===== src/sv/rbd_pkg.sv =====
package rbd_pkg;

  localparam int MaxOutWidth  = 2048;
  localparam int MaxOutHeight = 4096;
  localparam int AddrW        = $clog2(MaxOutWidth);
  localparam int HgtW         = $clog2(MaxOutHeight);
  localparam int WidthW       = 12;
  localparam int HeightW      = 13;
  localparam int ColW         = AddrW + 1;
  localparam int RowW         = HgtW + 1;
  localparam int PixW         = 16;
  localparam int ChW          = 5;
  localparam int PairW        = ChW + 1;
  localparam int QuadW        = ChW + 2;
  localparam int RedPos       = 11;
  localparam int GreenPos     = 6;
  localparam int BluePos      = 1;
  localparam int AvgShift     = 2;
  localparam int CfgDataW     = HeightW;

  typedef enum logic [0:0] {
    CfgOutWidth  = 1'b0,
    CfgOutHeight = 1'b1
  } cfg_idx_e;

  // Per-channel sums of a horizontal pixel pair, one line store entry.
  typedef struct packed {
    logic [PairW-1:0] r;
    logic [PairW-1:0] g;
    logic [PairW-1:0] b;
  } pair_sum_t;

  typedef struct packed {
    logic             we;
    logic             re;
    logic [AddrW-1:0] addr;
    pair_sum_t        wdata;
  } mem_req_t;

  // What the front end hands to the averaging stage with each request.
  typedef struct packed {
    logic      valid;
    logic      last;
    pair_sum_t now;
  } front_t;

  function automatic pair_sum_t pair_sums(input logic [PixW-1:0] p,
                                          input logic [PixW-1:0] q);
    pair_sum_t s;
    s.r = {1'b0, p[RedPos +: ChW]}   + {1'b0, q[RedPos +: ChW]};
    s.g = {1'b0, p[GreenPos +: ChW]} + {1'b0, q[GreenPos +: ChW]};
    s.b = {1'b0, p[BluePos +: ChW]}  + {1'b0, q[BluePos +: ChW]};
    return s;
  endfunction

endpackage


===== src/sv/rbd_front.sv =====
module rbd_front (
  input  logic                          clk_i,
  input  logic                          rst_ni,
  input  logic                          cfg_we_i,
  input  rbd_pkg::cfg_idx_e             cfg_idx_i,
  input  logic [rbd_pkg::CfgDataW-1:0]  cfg_data_i,
  input  logic                          accept_i,
  input  logic [rbd_pkg::PixW-1:0]      pixel_i,
  output rbd_pkg::mem_req_t             mem_req_o,
  output rbd_pkg::front_t               front_o
);

  logic [rbd_pkg::AddrW-1:0]   wm1_q, wm1_d;
  logic [rbd_pkg::HgtW-1:0]    hm1_q, hm1_d;
  logic [rbd_pkg::ColW-1:0]    col_q, col_d;
  logic [rbd_pkg::RowW-1:0]    row_q, row_d;
  logic [rbd_pkg::PixW-1:0]    left_q, left_d;
  logic [rbd_pkg::WidthW-1:0]  wval;
  logic [rbd_pkg::HeightW-1:0] hval;
  logic                        restart;
  logic                        col_end;
  logic                        row_end;
  rbd_pkg::pair_sum_t          now;

  assign wval = cfg_data_i[rbd_pkg::WidthW-1:0];
  assign hval = cfg_data_i;

  // Sizes are kept as (effective size - 1); zero acts as one, oversize clamps.
  always_comb begin
    wm1_d   = wm1_q;
    hm1_d   = hm1_q;
    restart = 1'b0;
    if (cfg_we_i) begin
      case (cfg_idx_i)
        rbd_pkg::CfgOutWidth: begin
          restart = 1'b1;
          if (wval == '0) begin
            wm1_d = '0;
          end else if (wval > rbd_pkg::WidthW'(rbd_pkg::MaxOutWidth)) begin
            wm1_d = rbd_pkg::AddrW'(rbd_pkg::MaxOutWidth - 1);
          end else begin
            wm1_d = rbd_pkg::AddrW'(wval - 1'b1);
          end
        end
        rbd_pkg::CfgOutHeight: begin
          restart = 1'b1;
          if (hval == '0) begin
            hm1_d = '0;
          end else if (hval > rbd_pkg::HeightW'(rbd_pkg::MaxOutHeight)) begin
            hm1_d = rbd_pkg::HgtW'(rbd_pkg::MaxOutHeight - 1);
          end else begin
            hm1_d = rbd_pkg::HgtW'(hval - 1'b1);
          end
        end
        default: restart = 1'b0;
      endcase
    end
  end

  assign col_end = col_q[0] && (col_q[rbd_pkg::ColW-1:1] == wm1_q);
  assign row_end = row_q[0] && (row_q[rbd_pkg::RowW-1:1] == hm1_q);
  assign now     = rbd_pkg::pair_sums(left_q, pixel_i);

  always_comb begin
    col_d  = col_q;
    row_d  = row_q;
    left_d = left_q;
    if (restart) begin
      col_d  = '0;
      row_d  = '0;
      left_d = '0;
    end else if (accept_i) begin
      if (!col_q[0]) begin
        left_d = pixel_i;
      end
      if (col_end) begin
        col_d = '0;
        row_d = row_end ? '0 : row_q + 1'b1;
      end else begin
        col_d = col_q + 1'b1;
      end
    end
  end

  always_ff @(posedge clk_i or negedge rst_ni) begin
    if (!rst_ni) begin
      wm1_q  <= '0;
      hm1_q  <= '0;
      col_q  <= '0;
      row_q  <= '0;
      left_q <= '0;
    end else begin
      wm1_q  <= wm1_d;
      hm1_q  <= hm1_d;
      col_q  <= col_d;
      row_q  <= row_d;
      left_q <= left_d;
    end
  end

  // Even rows store their pair sums; odd rows read them back one row later.
  assign mem_req_o.we    = accept_i && col_q[0] && !row_q[0];
  assign mem_req_o.re    = accept_i && col_q[0] && row_q[0];
  assign mem_req_o.addr  = col_q[rbd_pkg::ColW-1:1];
  assign mem_req_o.wdata = now;

  assign front_o.valid = col_q[0] && row_q[0];
  assign front_o.last  = col_end && row_end;
  assign front_o.now   = now;

endmodule


===== config.mk =====
export PLATFORM = sky130hd
export DESIGN_NAME = rbd_front
export DESIGN_NICKNAME = d
export VERILOG_FILES = /design/src/sv/rbd_pkg.sv /design/src/sv/rbd_front.sv
export SDC_FILE = /design/constraint.sdc
export NUM_CORES = 1
export LEC_CHECK = 0
export CORE_ASPECT_RATIO = 1.5
export CORE_MARGIN = 8
export CORE_UTILIZATION = 55
export CTS_BUF_LIST = sky130_fd_sc_hd__clkbuf_8
export DETAILED_ROUTE_END_ITERATION = 8
export DONT_BUFFER_PORTS = 1
export PLACE_DENSITY = 0.76
export SLEW_MARGIN = 30
export SYNTH_ARGS = -nofsm -noshare
export SYNTH_HDL_FRONTEND = slang
export SYNTH_SLANG_ARGS = --single-unit
export TNS_END_PERCENT = 5

===== constraint.sdc =====
create_clock -name clk_i -period 2.01 [get_ports clk_i]
set_input_delay 0.201 -clock clk_i [delete_from_list [all_inputs] [get_ports clk_i]]
set_output_delay 0.201 -clock clk_i [all_outputs]
set_load 0.01 [all_outputs]

Word level (Yosys, flattened, before mapping)
Index checks and enable logic that the tools add are counted.
W data, S select, Z words.
- bits in registers: 64
- bits in latches: 0
- memory bits (writable): 0
- bits in read-only memories: 0
- bits of input ports: 34
- output and inout port bits: 51
- memories: 0
- add/sub/neg operators: 7
- multipliers: 0
- div/mod/pow operators: 0
- magnitude comparators: 2
- equality and inequality tests: 3
- shift-type cells: 0
- multiplexer cells: 15
- bitwise operators: 1
- reduce and logical (&&, ||, !) cells: 16
- operators with widths (kind ; count):
    $mux W12 ; 5
    $mux W13 ; 4
    $mux W16 ; 3
    $mux W11 ; 2
    $add A5 B5 Y6 ; 3
    $add A13 B1 Y13 const B ; 1
    $gt A13 B13 Y1 const B ; 1
    $logic_not A13 Y1 ; 1
    $add A12 B1 Y12 const B ; 1
    $eq A12 B12 Y1 ; 1
    $gt A12 B12 Y1 const B ; 1
    $logic_not A12 Y1 ; 1
    $sub A12 B1 Y12 const B ; 1
    $eq A11 B11 Y1 ; 1
    $sub A11 B1 Y11 const B ; 1
    $reduce_and A2 Y1 ; 4
    $logic_and A1 B1 Y1 ; 7
    $reduce_bool A2 Y1 ; 2
    $ne A2 B1 Y1 const B ; 1
    $logic_not A1 Y1 ; 1
    $mux W1 ; 1
    $not A1 Y1 ; 1

Depth between registers and ports, before layout
Gate-level depths: netlist (run 1).
- depth after elaboration: 6
- mapped depth: 9

Worst setup path before layout (run 1)
OpenSTA, ideal clock, no wires.
- kind: input-to-reg
- from: input port cfg_data_i[0] (netlist bit)
- to: register hm1_q[5] (netlist bit)
- arrival: 1960 ps
- slack: -68 ps
- stages on the path: 9
- path buffers: 2
- cell sequence: inv_1 > ha_1 > or4b_1 > buf_2 > or4_4 > buf_6 > a21oi_1 > a211oi_1 > a21o_1
- longest elaborated chain between the ends: 3
- elaborated cells on any way between the ends: 5
- those cells by class: add/sub: 1; order compare: 1; mux: 2; reduce/logical: 1
- RTL lines (item ; line ; text):
    start, declared ; rbd_front.sv:6 ; input logic [rbd_pkg::CfgDataW-1:0] cfg_data_i,
    $sub A12 B1 Y12 or $gt A13 B13 Y1 (tied branches) ; rbd_front.sv:52, rbd_front.sv:49 ;
    $mux W12 ; rbd_front.sv:49 ; end else if (hval > rbd_pkg::HeightW'(rbd_pkg::MaxOutHeight)) begin
    $mux W12 (*) ; rbd_front.sv:47 ; if (hval == '0) begin
    end signal, assigned ; rbd_front.sv:94 ; hm1_q <= hm1_d;
    end, declared ; rbd_front.sv:14 ; logic [rbd_pkg::HgtW-1:0] hm1_q, hm1_d;
Every way passes the cells marked *; elsewhere a longest branch is shown, timed or not.
A chain may end at the register's enable or synchronous reset.

==> results.md, run 1 <==
- Mean post-synth cell area: 8.73 um2
- CTS Buffer Depth: 2
- Final hold vios: 0
- Skew-Pair Late Insertion Delay: 340 ps
- Power Dens Cells: 619 mW/mm2
- # clock sinks: 63
- Final Instance Area: 0.00499 mm2
- Ys flop type: dfrtp_1
- RSZ-0062 raised after global routing: true
- First-pass GRT wire length: 18100 um
- DRC: 0
- CTS tree: yes
- TritonRoute pass-1 iters: 4
- Total core area: 0.00756 mm2
- DP Cell Count: 574
- Io pins: 85
- Mapped Area: 0.00427 mm2
- Total track usage: 21.3%
- Commonest non-fill, non-tap cell in the layout: nand2_1
- Critical Path, Cell by Cell: xnor2_1 > nand3_1 > or4_4 > buf_6 > nor2_4 > buf_6
- Reg-to-Reg End: row_q[11]
- VDD IR-drop max: 0.452 mV
- Setup WS pre-CTS: -17.8 ps
- Failing checks: negative setup slack
- Inserted Diodes: 0
- Gpl congestion: 0.830
- Worst path required time: 1810 ps
- Yosys top cell area share: 36.9%
- MaxCap Viol Count: 0
- Max Freq: 0.476 GHz
- Worst Skew: 11.4 ps
- DR vias/cell: 5.93
- Initial antenna violation count: 0
- R2R setup slack: 0 ps
- Final worst setup slack: -89.0 ps
- Starting Density: 56.4%
- DR vias: 3639
- Endpoints failing setup: 7
- Die W: 87.9 um
- HPWL Detailed: 7720 um
- Worst Setup End Kind: output pin
- Outcome: finished, violations left
- DRT iter0 DRCs: 215
- Final period util: 104%
- GRT overflow: 0
- Post-route ant nets: 0
- Setup crit start: row_q[8]
- Worst-Margin Slew: 765 ps
- Slew headroom: 48.8%
- Reg-to-reg startpoint: row_q[8]
- Layout Cells excl Fill: 614
- Hold crit path type: in -> reg
- Distinct cells, synth: 52
- Type of the worst setup path: reg -> out
- Leak: 2.20 nW
- Num CTS Buffers: 9
- Critical Path AT: 1900 ps
- Min cycle time layout: 2100 ps
- CP max stage cell: or4_4
- Worst-path clk slew: 70 ps
- Post-synthesis sequential area ratio: 36.9%
- CP max stage delay: 570 ps
- Rows: 39
- Placed Area: 0.00438 mm2
- Nets@finish: 562
- Die area: 0.0109 mm2
- Die H: 124 um
- Commonest non-fill, non-tap cells in the layout: nand2_1 (72), dfrtp_1 (61), buf_4 (36)
- Ys async rst share: 100%
- Yosys warns: 0
- Routed WL: 10900 um
- Syn nets: 544
- Top cell by count, worst path: buf_6
- Startpoint class of the critical path: flip-flop
- FF-to-FF path depth: 7
- # fillers: 615
- Number of global-route vias before repair: 3925
- Layout area overhead: 17.0%
- Area contributors post-synth: dfrtp_1 (37%), nand2_1 (6.3%), xnor2_1 (5.7%)
- Share of layout cells above drive strength 1: 19.7%
- DR WL/cell: 17.8 um
- Port Buf Inserts: 0
- Worst-path maximum fanout: 2
- Pin count of the biggest net entering global routing: 64
- H-tree Lvls: 3
- CTS Root Cell: clkbuf_8
- Final Max Tran Viols: 0
- Cell count after synthesis: 489
- EDFF count, synth: 0
- Post-synth top area cell: dfrtp_1
- Post-synthesis register bit count: 63
- Worst Setup EP: front_o[18]
- PnR Total Power: 0.00309 W
-- worst min-delay path by stage --
| stage | startpoint | to | slack [ps] | cells after the start |
|---|---|---|---|---|
| 2_1_floorplan | rst_ni | col_q[0] | -90 | 0 |
| 3_3_place_gp | rst_ni | col_q[11] | -90 | 0 |
| 3_5_place_dp | rst_ni | col_q[11] | -90 | 0 |
| 4_1_cts | cfg_data_i[10] | wm1_q[10] | 5 | 2 |
| 5_1_grt | cfg_data_i[10] | wm1_q[10] | 3 | 2 |
| 6_report | cfg_data_i[10] | wm1_q[10] | 20 | 2 |
-- synth_stat cells, drive strengths merged (4+ instances only) --
library cell / n
nand2: 73
or3: 6
nor2: 29
o31ai: 7
and2: 5
and3: 5
nor2b: 7
o21ai: 15
o221ai: 7
nand2b: 13
xnor2: 28
a21o: 9
nand4: 10
or4: 4
nor4: 6
buf: 32
ha: 18
or4b: 4
nand3: 13
inv: 11
a211oi: 6
a21oi: 41
xor2: 21
clkbuf: 19
nor3: 4
dfrtp: 63
-- per-layer routing --
layer	track usage, %	up-vias	wire, um
met3	5.68	28	682
met1	21.8	1767	3970
met5	0	-	0
met4	13.9	0	399
met2	37.2	120	5880
li1	-	1724	-
-- worst max-delay path, delay by kind of cell, from the launching register on --
kind / cells / cell delay, ps
xor gates and xnor gates: 1 / 150
buffers and inverters: 2 / 250
and+or+nand+nor: 3 / 730
DFF: 1 / 420
-- kinds of logic after synthesis --
family	Yosys count	share of synthesized area [%]
mux	2	0.469
flops	63	36.9
simple gates	188	22.2
compound gates	103	15.3
fa+ha+maj	21	6.68
xor+xnor	49	10.1
buf+inv	63	8.32
-- layout make-up --
type                            instances  area, um2  area share, %
Clock buffer                           10        138           2.76
Clock inverter                          6       52.6           1.05
Inverter                               12       62.6           1.25
Multi-Input combinational cell        363       2520           50.5
Sequential cell                        63       1580           31.6
Tap cell                              102        128           2.56
Timing Repair Buffer                   58        512           10.2
-- state kept, by name (all words and copies together) (netlist names) --
signal,flops
row_q,13
wm1_q,11
left_q,15
col_q,12
hm1_q,12
-- power breakdown --
part           switching [W]  internal [W]
registers          0.0000732       0.00135
clock network       0.000473      0.000591
logic               0.000343      0.000260
total               0.000889       0.00220
-- what timing repair did --
action | in CTS | in global routing
pin swaps | 13 | 6
resized for setup | 24 | 16
hold buffers | 19 | 0
buffers inserted | 4 | 1
endpoints found under the setup margin | 22 | 27
endpoints found under the hold margin | 82 | 0
-- metrics by stage --
step	TNS [ps]	hold slack, ps	utilization, %
CTS	-350	5.43	64.9
global placement	0	-92.5	58.0
detailed placement	-35.2	-92.6	58.0
floorplan	-25.6	-94.6	-
finish	-351	21.3	66.0
global route	-1270	3.35	66.0
No activity file was read; power rests on OpenSTA's default activity.
==> run 2: changes to the inputs <==
--- a/config.mk
+++ b/config.mk
@@ -7,11 +7,12 @@
 export LEC_CHECK = 0
 export CORE_ASPECT_RATIO = 1.5
 export CORE_MARGIN = 8
-export CORE_UTILIZATION = 55
+export CORE_UTILIZATION = 50
 export CTS_BUF_LIST = sky130_fd_sc_hd__clkbuf_8
 export DETAILED_ROUTE_END_ITERATION = 8
 export DONT_BUFFER_PORTS = 1
-export PLACE_DENSITY = 0.76
+export PLACE_DENSITY = 0.71
+export SETUP_SLACK_MARGIN = 0.3
 export SLEW_MARGIN = 30
 export SYNTH_ARGS = -nofsm -noshare
 export SYNTH_HDL_FRONTEND = slang
==> run 2 against run 1 <==
The run still ends with negative setup slack left. Clock skew up 2.1 ps. Sequential power about the same. Cell area down 0.60%. Power fell by 1.5%. Die area rose by 8.4%. Fmax increased by 2.0%. Register-to-register slack worse by 40 ps. Sequential share of layout area up 0.19 points. Worst setup slack improved by 42 ps. Critical path type unchanged. Critical endpoint is now mem_req_o[4]. Largest power group unchanged.
==> results.md, run 2 (synthesized netlist as in run 1, its figures left out) <==
- Outcome: finished, violations left
- Failing checks: negative setup slack
- Share of layout cells above drive strength 1: 18.0% (-1.7 points)
- # clock sinks: 63 (unchanged)
- Pin count of the biggest net entering global routing: 64 (unchanged)
- Max Freq: 0.486 GHz (+2.0%)
- Gpl congestion: 0.809 (-2.6%)
- Die area: 0.0118 mm2 (+8.4%)
- Worst-Margin Slew: 734 ps (-31.3 ps)
- Number of global-route vias before repair: 3570 (-9.0%)
- CTS tree: yes
- Total track usage: 17.5% (-3.7 points)
- Final worst setup slack: -47.3 ps (+41.7 ps)
- R2R setup slack: -40 ps (-40 ps)
- DRT iter0 DRCs: 233 (+8.4%)
- MaxCap Viol Count: 0 (unchanged)
- Num CTS Buffers: 9 (unchanged)
- RSZ-0062 raised after global routing: true
- Post-route ant nets: 0 (unchanged)
- H-tree Lvls: 3 (unchanged)
- Commonest non-fill, non-tap cell in the layout: nand2_1
- Routed WL: 10500 um (-4.0%)
- Worst-path clk slew: 70 ps (about the same)
- Starting Density: 51.1% (-5.4 points)
- CP max stage delay: 390 ps (-180 ps)
- Inserted Diodes: 0 (unchanged)
- First-pass GRT wire length: 16800 um (-7.3%)
- Min cycle time layout: 2060 ps (-41.7 ps)
- Port Buf Inserts: 0 (unchanged)
- Reg-to-reg startpoint: col_q[8]
- DRC: 0 (unchanged)
- Endpoints failing setup: 7 (unchanged)
- Startpoint class of the critical path: flip-flop
- Placed Area: 0.00439 mm2 (+0.14%)
- Final period util: 102% (-2.1 points)
- DR WL/cell: 17.1 um (-3.8%)
- Max reg flops: 15 (unchanged)
- # fillers: 717 (+17%)
- Total core area: 0.00836 mm2 (+11%)
- DR vias/cell: 5.81 (-2.0%)
- Worst-path maximum fanout: 2 (unchanged)
- Worst Skew: 13.5 ps (+2.07 ps)
- DR vias: 3559 (-2.2%)
- Nets@finish: 558 (-0.71%)
- CTS Buffer Depth: 2 (unchanged)
- DP Cell Count: 579 (+0.87%)
- CP top delay family: adder cells
- Type of the worst setup path: reg -> out
- HPWL Detailed: 7440 um (-3.6%)
- Leak: 2.17 nW (-1.4%)
- Skew-Pair Late Insertion Delay: 340 ps (about the same)
- Final hold vios: 0 (unchanged)
- Layout area overhead: 16.3%
- PnR Total Power: 0.00305 W (-1.5%)
- Initial antenna violation count: 0 (unchanged)
- GRT overflow: 0 (unchanged)
- Layout Cells excl Fill: 613 (-0.16%)
- Critical Path, Cell by Cell: ha_2 > fa_2 > a21o_1 > a21oi_2 > xnor2_2
- Reg-to-Reg End: row_q[9]
- Setup WS pre-CTS: -58.9 ps (-41.1 ps)
- Bufs and invs on worst path: 0 (-2)
- Power Dens Cells: 614 mW/mm2 (-0.88%)
- VDD IR-drop max: 0.326 mV (-28%)
- Worst path required time: 1810 ps (about the same)
- CTS Root Cell: clkbuf_8
- Commonest non-fill, non-tap cells in the layout: nand2_1 (71), dfrtp_1 (61), a21oi_1 (34)
- CP max stage cell: dfrtp_1
- CP Depth: 5 (-1)
- Critical Path AT: 1860 ps (-40 ps)
- Most flop-heavy register: left_q
- Final Max Tran Viols: 0 (unchanged)
- TritonRoute pass-1 iters: 4 (unchanged)
- Worst Setup EP: mem_req_o[4]
- Setup crit start: left_q[1]
- Die W: 91.4 um (+4.0%)
- Hold crit path type: in -> reg
- Slew headroom: 50.9% (+2.1 points)
- Worst Setup End Kind: output pin
- Hold Crit Depth: 2 (unchanged)
- Die H: 129 um (+4.2%)
- Rows: 41 (+5.1%)
- Io pins: 85 (unchanged)
- FF-to-FF path depth: 5 (-2)
- Biggest regs: left_q (15), row_q (13)
- Final Instance Area: 0.00496 mm2 (-0.60%)
==> run 2: changes by cell type in the layout (fill, tap and decap cells not counted), sizes merged <==
cell,before,now
inv,13,14
clkinv,4,1
buf,40,36
==> run 2: worst reg2reg max path: stages (launching register included) <==
cell	delay [ps]
dfrtp_1	390
xor2_1	190
nor4_2	370
nand4_1	210
or4b_2	670
mux2i_1	140
==> run 2: cell type report <==
type	count	area, um2	share of cell area [%]
flip-flops and latches	63	1580	31.8
multi-input cells	363	2520	50.8
clock buffers	10	138	2.77
well taps	107	134	2.70
inverters	12	62.6	1.26
repair buffers	54	489	9.85
clock inverters	4	41.3	0.832
==> run 2: what timing repair did <==
item                                    4_1_cts  5_1_grt
pin swaps                                    24       15
endpoints found under the setup margin       52       57
endpoints found under the hold margin        82        0
resized for setup                            27       16
hold buffers                                 19        0
setup buffers                                 0        1
==> run 2: worst min-delay path by stage <==
stage                         from        end
CTS                 cfg_data_i[10]  wm1_q[10]
global placement            rst_ni  col_q[11]
floorplan                   rst_ni   col_q[0]
global route              accept_i   col_q[0]
finish              cfg_data_i[10]  wm1_q[10]
detailed placement          rst_ni   wm1_q[3]
==> run 2: power by group <==
| part | internal (W) | switching [W] |
|---|---|---|
| Combinational | 0.000259 | 0.000337 |
| Clock | 0.000579 | 0.000445 |
| Sequential | 0.00135 | 0.0000732 |
| Total | 0.00219 | 0.000855 |
==> run 2: layer usage <==
| layer | track usage, % | vias to the layer above | share of wire (%) | wire length [um] |
|---|---|---|---|---|
| li1 | - | 1717 | - | - |
| met1 | 18.6 | 1703 | 40 | 4190 |
| met2 | 30.2 | 113 | 50 | 5250 |
| met3 | 4.98 | 26 | 6.9 | 720 |
| met4 | 10.8 | 0 | 3.2 | 339 |
| met5 | 0 | - | 0 | 0 |
==> run 2: metrics by stage <==
| stage | hold slack, ps | TNS (ps) | util (%) |
|---|---|---|---|
| floorplan | -94.6 | -25.6 | - |
| global placement | -92.4 | -167 | 52.5 |
| detailed placement | -92.0 | -324 | 52.5 |
| CTS | 10.4 | -246 | 58.4 |
| global route | 20.0 | -742 | 59.4 |
| finish | 19.9 | -164 | 59.4 |
==> run 3: changes to the inputs <==
--- a/config.mk
+++ b/config.mk
@@ -11,10 +11,10 @@
 export CTS_BUF_LIST = sky130_fd_sc_hd__clkbuf_8
 export DETAILED_ROUTE_END_ITERATION = 8
 export DONT_BUFFER_PORTS = 1
-export PLACE_DENSITY = 0.71
+export PLACE_DENSITY = 0.68
 export SETUP_SLACK_MARGIN = 0.3
 export SLEW_MARGIN = 30
 export SYNTH_ARGS = -nofsm -noshare
 export SYNTH_HDL_FRONTEND = slang
 export SYNTH_SLANG_ARGS = --single-unit
-export TNS_END_PERCENT = 5
+export TNS_END_PERCENT = 30
==> run 3 against run 2 <==
The flow still finishes with violations (negative setup slack). Register-to-register slack improved by 30 ps. Global-route usage increased by 0.62 points. Worst hold slack got worse by 9.3 ps.
==> results.md, run 3 (synthesized netlist as in run 1, its figures left out) <==
- Skew-Pair Late Insertion Delay: 340 ps (about the same)
- Share of layout cells above drive strength 1: 24.2% (+6.2 points)
- Total track usage: 18.2% (+0.62 points)
- Power Dens Cells: 596 mW/mm2 (-2.8%)
- Hold crit path type: in -> reg
- Hold WS: 10.6 ps (-9.30 ps)
- P_int: 0.00220 W (+0.19%)
- Outcome: finished, violations left
- Slew headroom: 42.3% (-8.6 points)
- CP max stage cell: dfrtp_1
- VDD IR-drop max: 0.405 mV (+24%)
- Final period util: 102% (-0.45 points)
- Worst Setup End Kind: output pin
- CTS tree: yes
- Initial antenna violation count: 0 (unchanged)
- Nets@finish: 572 (+2.5%)
- Post-route ant nets: 0 (unchanged)
- # fillers: 692 (-3.5%)
- Worst-path maximum fanout: 2 (unchanged)
- Final Max Tran Viols: 0 (unchanged)
- Critical Path AT: 1850 ps (about the same)
- Setup TNS: -159 ps (+5.08 ps)
- # clock sinks: 63 (unchanged)
- GRT overflow: 0 (unchanged)
- Gpl congestion: 0.852 (+5.3%)
- Switching part of the total power: 29.1% (+1.0 points)
- Commonest non-fill, non-tap cell in the layout: nand2_1
- HPWL Detailed: 7450 um (+0.19%)
- Min cycle time layout: 2050 ps (-9.08 ps)
- CP max stage delay: 390 ps (about the same)
- Total core area: 0.00836 mm2 (unchanged)
- Port Buf Inserts: 0 (unchanged)
- Most flop-heavy register: left_q
- Final hold vios: 0 (unchanged)
- DP Cell Count: 580 (+0.17%)
- DRT iter0 DRCs: 179 (-23%)
- CTS Root Cell: clkbuf_8
- Clock network fraction of total power: 33.1% (-0.5 points)
- Worst-Margin Slew: 862 ps (+128 ps)
- DR vias/cell: 5.81 (about the same)
- Final worst setup slack: -38.3 ps (+9.08 ps)
- Rows: 41 (unchanged)
- Commonest non-fill, non-tap cells in the layout: nand2_1 (71), dfrtp_1 (60), buf_4 (45)
- Layout area overhead: 21.6%
- Io pins: 85 (unchanged)
- DR vias: 3646 (+2.4%)
- DRC: 0 (unchanged)
- Layout Cells excl Fill: 628 (+2.4%)
- Endpoints failing setup: 7 (unchanged)
- Die area: 0.0118 mm2 (unchanged)
- Worst Skew: 8.52 ps (-4.98 ps)
- Critical Path, Cell by Cell: ha_2 > fa_2 > a21o_1 > a21oi_2 > xnor2_2
- Max Freq: 0.488 GHz (+0.44%)
- Startpoint class of the critical path: flip-flop
- Routed WL: 11000 um (+5.0%)
- H-tree Lvls: 3 (unchanged)
- Setup WS pre-CTS: -8.04 ps (+50.9 ps)
- Starting Density: 51.1% (unchanged)
- Seq pwr share: 46.2% (-0.6 points)
- Comb pwr share: 20.8% (+1.2 points)
- Biggest regs: left_q (15), row_q (13)
- Num CTS Buffers: 9 (unchanged)
- Worst-path clk slew: 70 ps (about the same)
- DR WL/cell: 17.5 um (+2.4%)
- CTS Buffer Depth: 2 (unchanged)
- RSZ-0062 raised after global routing: true
- Inserted Diodes: 0 (unchanged)
- First-pass GRT wire length: 17400 um (+3.7%)
- Leak: 2.27 nW (+4.8%)
- Type of the worst setup path: reg -> out
- Pin count of the biggest net entering global routing: 64 (unchanged)
- Max reg flops: 15 (unchanged)
- Psw: 0.000900 W (+5.3%)
- Die W: 91.4 um (unchanged)
- TritonRoute pass-1 iters: 5 (+1)
- Die H: 129 um (unchanged)
- Worst path required time: 1810 ps (about the same)
- Failing checks: negative setup slack
- MaxCap Viol Count: 0 (unchanged)
- Number of global-route vias before repair: 3684 (+3.2%)
==> run 3: cell types whose count changed in the layout (fill, tap and decap cells not counted), moves of 3 or more <==
cell / change
o221ai_2: +6
buf_4: +15
clkinv_2: +4
xnor2_2: +3
o21ai_1: +3
xnor2_1: -3
o221ai_1: -6
==> run 3: path summary, 6_finish.rpt <==
check | slack (ps) | from | cells past startpoint | to
setup / recovery | -40 | left_q[11] | 5 | front_o[16]
hold / removal | 10 | cfg_data_i[10] | 2 | wm1_q[10]
setup reg to reg | -10 | wm1_q[7] | 5 | row_q[11]
hold reg to reg | 510 | hm1_q[9] | 2 | hm1_q[9]
max in group asynchronous | 1320 | rst_ni | 2 | row_q[4]
min in group asynchronous | 410 | rst_ni | 2 | col_q[6]
==> run 3: critical path, delay by kind of cell (launching register included) <==
family          cells  cell delay, ps
fa+ha+maj           2             540
flops               1             390
compound gates      2             370
xor+xnor            1             190
==> run 3: routing by layer <==
metal / vias up / wire length, um / GRT usage, %
met2: 135 / 5630 / 32.3
met1: 1737 / 4260 / 18.6
met5: - / 0 / 0
met3: 30 / 728 / 4.63
met4: 0 / 399 / 11.3
li1: 1744 / - / -
==> run 3: what timing repair did <==
item | in CTS | in global routing
buffers inserted | 7 | 7
pin swaps | 31 | 22
hold buffers | 19 | 0
endpoints found under the setup margin | 52 | 57
endpoints found under the hold margin | 83 | 0
gates resized for setup | 55 | 11
==> run 3: power groups by stage <==
stage                     combinational [W]  clock, W  sequential, W
after CTS                          0.000609   0.00105        0.00143
after global routing               0.000713   0.00110        0.00144
after floorplan                    0.000484         0        0.00143
final                              0.000643   0.00102        0.00143
after global placement             0.000470         0        0.00145
after detailed placement           0.000482         0        0.00145
==> run 3: layout make-up <==
cell class,count,area [um2],area share (%)
Multi-Input combinational cell,363,2650,51.0
Sequential cell,63,1580,30.4
Timing Repair Buffer,68,591,11.4
Tap cell,107,134,2.58
Clock buffer,9,124,2.39
Inverter,12,62.6,1.21
Clock inverter,6,53.8,1.04
==> run 3: stage by stage <==
step / util, % / total power [W] / cell area (um2)
2_1_floorplan: - / 0.00191 / 4330
3_3_place_gp: 52.6 / 0.00192 / 4400
3_5_place_dp: 52.6 / 0.00193 / 4400
4_1_cts: 60.6 / 0.00309 / 5070
5_1_grt: 62.1 / 0.00325 / 5190
6_report: 62.1 / 0.00310 / 5190
